**config.mk**
```make
export PLATFORM = sky130hd
export DESIGN_NAME = array_list_engine_core_flat
export DESIGN_NICKNAME = d
export VERILOG_FILES = /design/src/hw/rtl/ale_pkg.sv /design/src/hw/rtl/ale_in_if.sv /design/src/hw/rtl/ale_out_if.sv /design/src/hw/rtl/ale_store.sv /design/src/hw/rtl/array_list_engine_core.sv /design/src/flat_wrapper.sv
export VERILOG_INCLUDE_DIRS = /design/src /design/src/hw/rtl
export SDC_FILE = /design/constraint.sdc
export NUM_CORES = 1
export LEC_CHECK = 0
export ABC_AREA = 1
export ABC_CLOCK_PERIOD_IN_PS = 7100
export BUFFER_PORTS_ARGS = -buffer_cell sky130_fd_sc_hd__buf_2
export CELL_PAD_IN_SITES_DETAIL_PLACEMENT = 1
export CELL_PAD_IN_SITES_GLOBAL_PLACEMENT = 2
export CORE_MARGIN = 4
export CORE_UTILIZATION = 45
export CTS_BUF_LIST = sky130_fd_sc_hd__clkbuf_8
export DETAILED_ROUTE_END_ITERATION = 6
export HOLD_SLACK_MARGIN = 0.08
export PLACE_DENSITY = 0.88
export SETUP_SLACK_MARGIN = 0.15
export SYNTH_ARGS = -nofsm -noshare
export SYNTH_HDL_FRONTEND = slang
export SYNTH_HIERARCHICAL = 1
export SYNTH_SLANG_ARGS = --single-unit
```
**constraint.sdc**
```tcl
create_clock -name clk -period 7.1 [get_ports clk]
set_clock_uncertainty 0.05 [all_clocks]
set_input_delay 1.065 -clock clk [delete_from_list [all_inputs] [get_ports clk]]
set_output_delay 1.065 -clock clk [all_outputs]
set_load 0.02 [all_outputs]
```
**src/hw/rtl/array_list_engine_core_assert.svh**
```systemverilog
// ---------------------------------------------------------------------------
// array_list_engine_core_assert.svh
// Assertion macros shared by the list engine RTL. Empty under synthesis.
// ---------------------------------------------------------------------------
`ifndef ARRAY_LIST_ENGINE_CORE_ASSERT_SVH
`define ARRAY_LIST_ENGINE_CORE_ASSERT_SVH

`ifndef SYNTHESIS
// same-cycle implication
`define ALE_ASSERT_SAME(label, clk, rst_n, ante, cons) \
	label: assert property (@(posedge clk) disable iff (!rst_n) (ante) |-> (cons)) \
		else $error("array_list_engine_core: check failed");
// next-cycle implication
`define ALE_ASSERT_NEXT(label, clk, rst_n, ante, cons) \
	label: assert property (@(posedge clk) disable iff (!rst_n) (ante) |=> (cons)) \
		else $error("array_list_engine_core: check failed");
`else
`define ALE_ASSERT_SAME(label, clk, rst_n, ante, cons)
`define ALE_ASSERT_NEXT(label, clk, rst_n, ante, cons)
`endif

`endif

```
**src/hw/rtl/ale_pkg.sv**
```systemverilog
// ---------------------------------------------------------------------------
// ale_pkg
// Command and status codes, result beat type and reset contents of the list.
// ---------------------------------------------------------------------------
package ale_pkg;

	typedef enum logic [2:0] {
		OP_CREATE  = 3'd0,
		OP_LOAD    = 3'd1,
		OP_DELETE  = 3'd2,
		OP_SEARCH  = 3'd3,
		OP_INSERT  = 3'd4,
		OP_DISPLAY = 3'd5
	} op_t;

	typedef enum logic [2:0] {
		ST_OK        = 3'd0,
		ST_EMPTY     = 3'd1,
		ST_NOT_FOUND = 3'd2,
		ST_FULL      = 3'd3,
		ST_BAD_POS   = 3'd4,
		ST_TOO_MANY  = 3'd5,
		ST_LOAD_OVF  = 3'd6
	} status_t;

	typedef struct packed {
		status_t     status;
		logic [4:0]  fpos;
		logic [31:0] elem;
		logic        last;
	} ale_rsp_t;

	localparam int INIT_COUNT = 4;
	localparam logic [31:0] INIT_WORDS [INIT_COUNT] = '{32'd10, 32'd20, 32'd30, 32'd40};

	// contents of a slot that has not been written since reset
	function automatic logic [31:0] init_word(input logic [7:0] idx);
		logic [31:0] w;
		w = '0;
		if (idx < 8'(INIT_COUNT)) begin
			w = INIT_WORDS[idx[1:0]];
		end
		return w;
	endfunction

endpackage

```
**src/hw/rtl/ale_in_if.sv**
```systemverilog
// ---------------------------------------------------------------------------
// ale_in_if
// Command channel: one beat carries one command.
// ---------------------------------------------------------------------------
interface ale_in_if;
	logic               valid;
	logic               ready;
	logic [2:0]         opcode;
	logic signed [31:0] value;
	logic [7:0]         position;
	logic [7:0]         count;

	modport source (output valid, output opcode, output value, output position,
		output count, input ready);
	modport sink (input valid, input opcode, input value, input position,
		input count, output ready);
endinterface

```
**src/hw/rtl/ale_out_if.sv**
```systemverilog
// ---------------------------------------------------------------------------
// ale_out_if
// Result channel: one beat carries one result.
// ---------------------------------------------------------------------------
interface ale_out_if;
	logic               valid;
	logic               ready;
	logic [2:0]         status;
	logic [4:0]         found_position;
	logic signed [31:0] element;
	logic [4:0]         element_count;
	logic               last;

	modport source (output valid, output status, output found_position,
		output element, output element_count, output last, input ready);
	modport sink (input valid, input status, input found_position,
		input element, input element_count, input last, output ready);
endinterface

```
**src/hw/rtl/ale_store.sv**
```systemverilog
// ---------------------------------------------------------------------------
// ale_store
// List storage: one write port, one registered read port, per-slot valid
// bits so that unwritten slots read as their reset contents.
// ---------------------------------------------------------------------------
module ale_store
	import ale_pkg::*;
#(
	parameter int CAPACITY = 16
) (
	input  logic                                   clk,
	input  logic                                   arst_n,
	input  logic                                   wr_en,
	input  logic [((CAPACITY > 1) ? $clog2(CAPACITY) : 1)-1:0] wr_addr,
	input  logic [31:0]                            wr_data,
	input  logic [((CAPACITY > 1) ? $clog2(CAPACITY) : 1)-1:0] rd_addr,
	output logic [31:0]                            rd_data
);

	localparam int IW = (CAPACITY > 1) ? $clog2(CAPACITY) : 1;

	logic [31:0]         mem_q [CAPACITY];
	logic [CAPACITY-1:0] valid_q;
	logic [31:0]         rd_data_q;
	logic                rd_valid_q;
	logic [IW-1:0]       rd_addr_q;

	always_ff @(posedge clk or negedge arst_n) begin
		if (!arst_n) begin
			valid_q <= '0;
		end else if (wr_en) begin
			valid_q[wr_addr] <= 1'b1;
		end
	end

	always_ff @(posedge clk) begin
		if (wr_en) begin
			mem_q[wr_addr] <= wr_data;
		end
		rd_data_q  <= mem_q[rd_addr];
		rd_valid_q <= valid_q[rd_addr];
		rd_addr_q  <= rd_addr;
	end

	// fall back to the reset contents until a slot is written
	assign rd_data = rd_valid_q ? rd_data_q : init_word(8'(rd_addr_q));

endmodule

```
**src/hw/rtl/array_list_engine_core.sv**
```systemverilog
// ---------------------------------------------------------------------------
// array_list_engine_core
// Bounded ordered list of 32-bit words: create/load, insert, delete, search
// and display, run by a sequencer over a one-read, one-write list store.
// ---------------------------------------------------------------------------
// The engine takes one command beat at a time and is not ready again until
// the last result beat of that command has been taken. Search, delete,
// insert and display walk the list through the one read port and one write
// port of the store, one slot per cycle while no result beat is waiting:
// search compares slots in turn until a match or the end; delete then moves
// the later entries down; insert moves entries up, then writes the new
// value; display reads each entry, then holds it as a result beat. Create,
// load and tail insert do their one write, if any, in the start state and go
// straight to the result beat. Slots carry valid bits, so the list holds 10,
// 20, 30, 40 right out of reset with no clearing pass. found_position and
// element_count are the low 5 bits of the true values.
// ---------------------------------------------------------------------------
`include "array_list_engine_core_assert.svh"

module array_list_engine_core
	import ale_pkg::*;
#(
	parameter int CAPACITY = 16
) (
	input  logic     clk,
	input  logic     arst_n,
	ale_in_if.sink   cmd,
	ale_out_if.source rsp
);

	localparam int IW = (CAPACITY > 1) ? $clog2(CAPACITY) : 1;
	localparam int CW = $clog2(CAPACITY + 1);
	localparam int XW = CW + 1;
	localparam logic [8:0]    CAP9    = 9'(CAPACITY);
	localparam logic [CW-1:0] CAP_C   = CW'(CAPACITY);
	localparam logic [CW-1:0] RST_CNT = CW'((CAPACITY < INIT_COUNT) ? CAPACITY : INIT_COUNT);

	typedef enum logic [2:0] {
		S_IDLE,   // wait for a command beat
		S_START,  // decode, check, issue first read
		S_SCAN,   // compare one slot per cycle
		S_SHDN,   // move entries down over a deleted slot
		S_SHUP,   // move entries up to open a slot
		S_INSWR,  // write the inserted value
		S_DISP,   // load one display result
		S_RESP    // hold a result beat until taken
	} state_t;

	state_t        state_q;
	logic [2:0]    op_q;
	logic [31:0]   val_q;
	logic [7:0]    pos_q;
	logic [7:0]    cntin_q;
	logic [CW-1:0] cnt_q;
	logic [CW-1:0] ld_ptr_q;
	logic [CW-1:0] ld_tgt_q;
	logic [IW-1:0] idx_q;
	logic [IW-1:0] found_q;
	logic          more_q;
	ale_rsp_t      rsp_q;

	// store port
	logic          wr_en;
	logic [IW-1:0] wr_addr;
	logic [31:0]   wr_data;
	logic [IW-1:0] rd_addr;
	logic [31:0]   rd_data;

	// shared compare/step unit
	logic [XW-1:0] idx_x, cnt_x, idx_nx1, idx_nx2;
	logic [8:0]    pos9, cnt9, cntin9;
	logic [IW-1:0] pos_idx;
	logic          ld_ok, too_many, ins_full, ins_bad, ins_tail;
	logic          match, scan_end, shdn_more, shup_end, is_empty;
	logic [31:0]   cnt_w;

	function automatic ale_rsp_t mk_rsp(input status_t s, input logic [4:0] f);
		ale_rsp_t r;
		r.status = s;
		r.fpos   = f;
		r.elem   = '0;
		r.last   = 1'b1;
		return r;
	endfunction

	always_comb begin
		idx_x     = XW'(idx_q);
		cnt_x     = XW'(cnt_q);
		idx_nx1   = idx_x + XW'(1);
		idx_nx2   = idx_x + XW'(2);
		pos9      = {1'b0, pos_q};
		cnt9      = 9'(cnt_q);
		cntin9    = {1'b0, cntin_q};
		// valid only once the position has passed the range check
		pos_idx   = IW'(pos_q);
		ld_ok     = ld_ptr_q < ld_tgt_q;
		too_many  = cntin9 > CAP9;
		ins_full  = cnt_q == CAP_C;
		ins_bad   = pos9 > cnt9;
		ins_tail  = pos9 == cnt9;
		match     = rd_data == val_q;
		scan_end  = idx_nx1 >= cnt_x;
		shdn_more = idx_nx2 < cnt_x;
		shup_end  = (idx_q - IW'(1)) == pos_idx;
		is_empty  = cnt_q == '0;
	end

	// Read address: during a walk, read one step ahead in the direction of travel,
	// so the registered read data is the entry that the current slot needs.
	always_comb begin
		rd_addr = '0;
		unique case (state_q)
			S_START: begin
				if (op_q == OP_INSERT) begin
					rd_addr = IW'(cnt_q - CW'(1));
				end
			end
			S_SCAN, S_RESP: rd_addr = idx_q + IW'(1);
			S_SHDN:         rd_addr = idx_q + IW'(2);
			S_SHUP:         rd_addr = idx_q - IW'(2);
			S_IDLE, S_INSWR, S_DISP: rd_addr = '0;
		endcase
	end

	always_comb begin
		wr_en   = 1'b0;
		wr_addr = idx_q;
		wr_data = rd_data;
		unique case (state_q)
			S_START: begin
				if (op_q == OP_LOAD && ld_ok) begin
					wr_en   = 1'b1;
					wr_addr = IW'(ld_ptr_q);
					wr_data = val_q;
				end else if (op_q == OP_INSERT && !ins_full && !ins_bad && ins_tail) begin
					wr_en   = 1'b1;
					wr_addr = pos_idx;
					wr_data = val_q;
				end
			end
			S_SHDN, S_SHUP: wr_en = 1'b1;
			S_INSWR: begin
				wr_en   = 1'b1;
				wr_addr = pos_idx;
				wr_data = val_q;
			end
			S_IDLE, S_SCAN, S_DISP, S_RESP: wr_en = 1'b0;
		endcase
	end

	always_ff @(posedge clk or negedge arst_n) begin
		if (!arst_n) begin
			state_q  <= S_IDLE;
			op_q     <= '0;
			val_q    <= '0;
			pos_q    <= '0;
			cntin_q  <= '0;
			cnt_q    <= RST_CNT;
			ld_ptr_q <= '0;
			ld_tgt_q <= '0;
			idx_q    <= '0;
			found_q  <= '0;
			more_q   <= 1'b0;
			rsp_q    <= '0;
		end else begin
			unique case (state_q)
				S_IDLE: begin
					if (cmd.valid) begin
						op_q    <= cmd.opcode;
						val_q   <= cmd.value;
						pos_q   <= cmd.position;
						cntin_q <= cmd.count;
						state_q <= S_START;
					end
				end
				S_START: begin
					more_q <= 1'b0;
					// any defined command but a load closes a pending load phase; a create
					// within capacity opens a new one
					if (op_q != OP_LOAD && op_q <= OP_DISPLAY) begin
						ld_ptr_q <= '0;
						ld_tgt_q <= (op_q == OP_CREATE && !too_many) ? CW'(cntin_q) : '0;
					end
					unique case (op_q)
						OP_LOAD: begin
							if (ld_ok) begin
								ld_ptr_q <= ld_ptr_q + CW'(1);
								rsp_q    <= mk_rsp(ST_OK, '0);
							end else begin
								rsp_q <= mk_rsp(ST_LOAD_OVF, '0);
							end
							state_q <= S_RESP;
						end
						OP_CREATE: begin
							if (too_many) begin
								cnt_q <= '0;
								rsp_q <= mk_rsp(ST_TOO_MANY, '0);
							end else begin
								cnt_q <= CW'(cntin_q);
								rsp_q <= mk_rsp(ST_OK, '0);
							end
							state_q <= S_RESP;
						end
						OP_DELETE, OP_SEARCH: begin
							if (is_empty) begin
								rsp_q   <= mk_rsp(ST_EMPTY, '0);
								state_q <= S_RESP;
							end else begin
								idx_q   <= '0;
								state_q <= S_SCAN;
							end
						end
						OP_INSERT: begin
							priority if (ins_full) begin
								rsp_q   <= mk_rsp(ST_FULL, '0);
								state_q <= S_RESP;
							end else if (ins_bad) begin
								rsp_q   <= mk_rsp(ST_BAD_POS, '0);
								state_q <= S_RESP;
							end else if (ins_tail) begin
								cnt_q   <= cnt_q + CW'(1);
								rsp_q   <= mk_rsp(ST_OK, '0);
								state_q <= S_RESP;
							end else begin
								idx_q   <= IW'(cnt_q);
								state_q <= S_SHUP;
							end
						end
						OP_DISPLAY: begin
							if (is_empty) begin
								rsp_q   <= mk_rsp(ST_EMPTY, '0);
								state_q <= S_RESP;
							end else begin
								idx_q   <= '0;
								state_q <= S_DISP;
							end
						end
						default: state_q <= S_IDLE;  // unused codes: drop silently
					endcase
				end
				S_SCAN: begin
					priority if (match) begin
						if (op_q == OP_DELETE && idx_nx1 < cnt_x) begin
							found_q <= idx_q;
							state_q <= S_SHDN;
						end else begin
							if (op_q == OP_DELETE) begin
								cnt_q <= cnt_q - CW'(1);
							end
							rsp_q   <= mk_rsp(ST_OK, 5'(idx_q));
							state_q <= S_RESP;
						end
					end else if (scan_end) begin
						rsp_q   <= mk_rsp(ST_NOT_FOUND, '0);
						state_q <= S_RESP;
					end else begin
						idx_q <= idx_q + IW'(1);
					end
				end
				S_SHDN: begin
					if (shdn_more) begin
						idx_q <= idx_q + IW'(1);
					end else begin
						cnt_q   <= cnt_q - CW'(1);
						rsp_q   <= mk_rsp(ST_OK, 5'(found_q));
						state_q <= S_RESP;
					end
				end
				S_SHUP: begin
					if (shup_end) begin
						state_q <= S_INSWR;
					end else begin
						idx_q <= idx_q - IW'(1);
					end
				end
				S_INSWR: begin
					cnt_q   <= cnt_q + CW'(1);
					rsp_q   <= mk_rsp(ST_OK, '0);
					state_q <= S_RESP;
				end
				S_DISP: begin
					rsp_q.status <= ST_OK;
					rsp_q.fpos   <= '0;
					rsp_q.elem   <= rd_data;
					rsp_q.last   <= scan_end;
					more_q       <= !scan_end;
					state_q      <= S_RESP;
				end
				S_RESP: begin
					if (rsp.ready) begin
						if (more_q) begin
							idx_q   <= idx_q + IW'(1);
							state_q <= S_DISP;
						end else begin
							state_q <= S_IDLE;
						end
					end
				end
			endcase
		end
	end

	ale_store #(
		.CAPACITY(CAPACITY)
	) u_store (
		.clk     (clk),
		.arst_n  (arst_n),
		.wr_en   (wr_en),
		.wr_addr (wr_addr),
		.wr_data (wr_data),
		.rd_addr (rd_addr),
		.rd_data (rd_data)
	);

	// take a command only when fully idle; present results from registers
	assign cmd.ready = state_q == S_IDLE;

	assign cnt_w              = 32'(cnt_q);
	assign rsp.valid          = state_q == S_RESP;
	assign rsp.status         = rsp_q.status;
	assign rsp.found_position = rsp_q.fpos;
	assign rsp.element        = rsp_q.elem;
	assign rsp.element_count  = cnt_w[4:0];
	assign rsp.last           = rsp_q.last;

	`ALE_ASSERT_SAME(a_cnt_cap, clk, arst_n, 1'b1, cnt_q <= CAP_C)
	`ALE_ASSERT_SAME(a_ld_ptr, clk, arst_n, 1'b1, ld_ptr_q <= ld_tgt_q)
	`ALE_ASSERT_SAME(a_wr_busy, clk, arst_n, wr_en, !cmd.ready && !rsp.valid)
	`ALE_ASSERT_NEXT(a_accept_start, clk, arst_n, cmd.valid && cmd.ready, state_q == S_START)
	`ALE_ASSERT_NEXT(a_last_idle, clk, arst_n, rsp.valid && rsp.ready && rsp.last, cmd.ready)

endmodule
```
**src/flat_wrapper.sv**
```systemverilog
// flat-port wrapper written by rule: the top's interface ports become plain ports
module array_list_engine_core_flat import ale_pkg::*;
#(
	parameter int CAPACITY = 16
)
  (clk, arst_n, cmd_valid, cmd_opcode, cmd_value, cmd_position, cmd_count, cmd_ready, rsp_valid, rsp_status, rsp_found_position, rsp_element, rsp_element_count, rsp_last, rsp_ready);
  ale_in_if cmd_i ();
  ale_out_if rsp_i ();
  input  logic clk;
  input  logic arst_n;
  input wire logic [$bits(cmd_i.valid)-1:0] cmd_valid;
  input wire logic [$bits(cmd_i.opcode)-1:0] cmd_opcode;
  input wire logic [$bits(cmd_i.value)-1:0] cmd_value;
  input wire logic [$bits(cmd_i.position)-1:0] cmd_position;
  input wire logic [$bits(cmd_i.count)-1:0] cmd_count;
  output wire logic [$bits(cmd_i.ready)-1:0] cmd_ready;
  output wire logic [$bits(rsp_i.valid)-1:0] rsp_valid;
  output wire logic [$bits(rsp_i.status)-1:0] rsp_status;
  output wire logic [$bits(rsp_i.found_position)-1:0] rsp_found_position;
  output wire logic [$bits(rsp_i.element)-1:0] rsp_element;
  output wire logic [$bits(rsp_i.element_count)-1:0] rsp_element_count;
  output wire logic [$bits(rsp_i.last)-1:0] rsp_last;
  input wire logic [$bits(rsp_i.ready)-1:0] rsp_ready;
  assign cmd_i.valid = cmd_valid;
  assign cmd_i.opcode = cmd_opcode;
  assign cmd_i.value = cmd_value;
  assign cmd_i.position = cmd_position;
  assign cmd_i.count = cmd_count;
  assign cmd_ready = cmd_i.ready;
  assign rsp_valid = rsp_i.valid;
  assign rsp_status = rsp_i.status;
  assign rsp_found_position = rsp_i.found_position;
  assign rsp_element = rsp_i.element;
  assign rsp_element_count = rsp_i.element_count;
  assign rsp_last = rsp_i.last;
  assign rsp_i.ready = rsp_ready;
  array_list_engine_core #(.CAPACITY(CAPACITY)) u_core (.clk(clk), .arst_n(arst_n), .cmd(cmd_i), .rsp(rsp_i));
endmodule
```
==> reports/results.ini <==
[run_status]
status=finished, final reports clean

[yosys]
ys_ff_latch=683
synthXorXnorAreaFrac_pct=0.6137
netlist_area_mm2=0.03221
synth_nets=3575
async_flop_share_pct=19.62
postSynthCellCount=3488
synth_top_family_by_area=simple AND/OR/NAND/NOR gates
ys.flop_type=edfxtp_1
ys_seq_area_share_pct=60.44
yosys_warnings=6
synth_compound_area_share_pct=5.395
synth_cell_types=52
synthSimpleGateAreaFrac_pct=22.34
synth_fa_ha_area_share_pct=1.266
syn-mean-instance-area_um2=9.236
synth_edf_count=512
muxShareOfSynthArea_pct=0.2447

[route]
wl_per_cell_um=21.51
via_per_inst=5.337
routed_wl_um=99380
vias=24660
drt_first_pass_iters=5
drcViolationCount=0
drtAntennaViolNets=0
drt-initial-drc-count=1495

[pwr]
power_density_mw_per_mm2=535.9
p_leak_nw=16.39
irDropWorstVdd_mv=0.5718

[global_routing]
grt_pass1_vias=26490
grt_max_degree=211
grt_pass1_wl_um=152400
grt_usage_pct=26.05
gr-total-overflow=0
antenna_found_initial=1

[setup_path]
reg2reg_depth=12
critical-path-top-delay-family=simple AND/OR/NAND/NOR gates
path_cells=inv_2 > ha_1 > nand2_1 > inv_1 > nand3_1 > nor2_1 > nand3_1 > o21ai_0 > o211ai_1 > o211ai_1 > nand3b_1 > nor2_4
worstPathMaxFanout=32
rr_endpoint=u_core/u_store/mem_q[6][24]
critPathBufInv=2
r2r_setup_slack_ps=1730
cp_data_required_time_ps=7350
start_kind=flop
slowest_stage=nor2_4
rr_startpoint=u_core/rsp.element_count[2]
critPathArrivalTime_ps=5610
max_stage_delay_ps=1210
crit_type=reg -> reg
cp-end-kind=flop

[die]
dieArea_mm2=0.07593
rows=97
die_y_um=275.6
core_area_mm2=0.07051
io_pins=103
die_w_um=275.6
start_util_pct=45.69

[layout]
nets=3663
area_delta_synth_final_pct=11.09
final_layout_size_suffix_gt1_share_pct=11.39
final_core_util_pct=50.75

[sta]
finalCritPeriodShare_pct=75.57
finalWorstSetupSlack_ps=1735
finalSetupTns_ps=0
slew_viol_final=0
setup_violations=0
max_freq_mhz=186.4
min_period_ps=5365
hold_violations=0
slew_headroom_pct=5.774
rsz0062_at_grt=false
tightestPinTransition_ps=1410

[cts]
clock_latency_ps=740
cts_max_level=3
cts_tree=done
cts_buffers=117
hold_buffers=0
cts_setup_buffers=0
cts-root-buf=clkbuf_8
cts-resized-gates=0
cts_max_path_buffers=3
clk_pin_slew_ps=60
cts.sink_count=683

[place]
hpwlAfterDp_um=63890
pre_cts_ws_ps=1946
io_buffers=101
gp_congestion=0.8916

[hold_path]
min_path_type=in -> async

[job]
drv_cap=0

power by group:
group          switching (mW)  total, mW  internal [mW]
clock network            1.65       3.35           1.70
logic                    7.05       9.27           2.23
registers               0.414       6.55           6.14
total                    9.11       19.2           10.1
sequential cells by signal, summed over array words and instances (netlist names):
signal	count
u_core/rsp.element	32
u_core/rsp.found_position	4
u_core/u_store/rd_valid_q	1
u_core/cntin_q	8
u_core/rsp.status	3
u_core/state_q	3
u_core/u_store/rd_addr_q	4
u_core/idx_q	4
u_core/u_store/valid_q	16
u_core/rsp.element_count	5
u_core/rsp.last	1
u_core/op_q	3
u_core/val_q	32
u_core/u_store/rd_data_q	32
u_core/u_store/mem_q	512
u_core/found_q	4
u_core/ld_tgt_q	5
u_core/ld_ptr_q	5
u_core/more_q	1
u_core/pos_q	8
cells in the mapped netlist (all sizes together) (2+ instances only):
master | n | area (um^2)
dfxtp | 37 | 740.7
nor3 | 10 | 66.32
edfxtp | 512 | 15370
ha | 31 | 387.9
nand4 | 18 | 112.6
o311ai | 2 | 17.52
nand3 | 455 | 2312
o21bai | 40 | 450.4
xnor2 | 7 | 61.31
clkinv | 2 | 7.510
a21oi | 109 | 549.3
o221ai | 8 | 70.07
clkbuf | 33 | 123.9
a31oi | 2 | 12.51
mux2 | 7 | 78.83
o21ai | 66 | 330.3
nor2 | 125 | 555.5
dfrtp | 133 | 3328
nand2 | 1086 | 4114
inv | 607 | 2278
o22ai | 32 | 200.2
o31ai | 3 | 22.52
buf | 130 | 713.2
xor2 | 13 | 113.9
nand3b | 3 | 22.52
o211ai | 7 | 52.55
stage by stage:
stage | power [mW] | std cells | hold slack [ps] | cell area, um^2
detailed placement | 15.90 | 4397 | 395.0 | 33580
global placement | 15.54 | 4397 | 388.5 | 33580
CTS | 19.30 | 4619 | 283.7 | 35790
global route | 20.42 | 4620 | 312.4 | 35790
finish | 19.18 | 4620 | 325.0 | 35790
floorplan | 12.43 | 3488 | 377.4 | 32210
area by class of cell:
cell class / instances / area, um^2
antenna: 1 / 2.502
clock buffer: 129 / 1775
clock inverter: 93 / 426.7
fill: 8085 / 34730
inverter: 609 / 2293
multi-input combinational: 2033 / 9874
sequential: 683 / 19470
tap: 940 / 1176
timing repair buffer: 132 / 769.5
metal layers:
layer	vias up	wire length, um	GRT usage, %
met2	527	52140	47.87
met4	0	3454	9.271
met1	12520	40170	31.39
met5	-	0	0
li1	11410	-	-
met3	203	3617	3.373
cells in the final DEF, fill, tap and decap left out, types with 8 or more instances in the layout:
cell type,Yosys,final
a21oi_1,108,108
buf_2,101,100
buf_4,7,29
clkbuf_8,0,129
clkinv_1,2,24
clkinv_2,0,13
dfrtp_1,133,133
dfxtp_1,37,37
edfxtp_1,512,512
ha_1,31,31
inv_1,587,637
inv_2,20,19
nand2_1,1075,1074
nand2_2,9,9
nand3_1,451,451
nand4_1,18,18
nor2_1,106,88
nor2_2,13,15
nor2_4,5,21
nor3_1,8,8
o21ai_0,62,62
o21bai_2,40,40
o22ai_1,32,24
o22ai_2,0,8
xor2_1,13,13
kinds of logic after synthesis:
group,Yosys count
AND/OR/NAND/NOR,1699
flip-flops,683
other,1
multiplexers,7
XOR/XNOR,21
buffers and inverters,772
adder cells (fa/ha/maj),32
AO/OA/AOI/OAI,273
worst max path at each step:
| stage | from | endpoint | slack, ps | cells past startpoint |
|---|---|---|---|---|
| finish | u_core/rsp.element_count[2] | u_core/u_store/mem_q[6][24] | 1730 | 12 |
| global route | u_core/rsp.element_count[2] | u_core/u_store/mem_q[6][24] | 1550 | 12 |
| CTS | u_core/rsp.element_count[2] | u_core/u_store/mem_q[6][24] | 1870 | 12 |
| detailed placement | u_core/rsp.element_count[2] | u_core/u_store/mem_q[12][6] | 1950 | 12 |
| global placement | u_core/rsp.element_count[2] | u_core/u_store/mem_q[6][6] | 1940 | 14 |
| floorplan | u_core/rsp.element_count[2] | u_core/u_store/mem_q[12][0] | 2840 | 14 |
(Power assumes the default switching activity.)
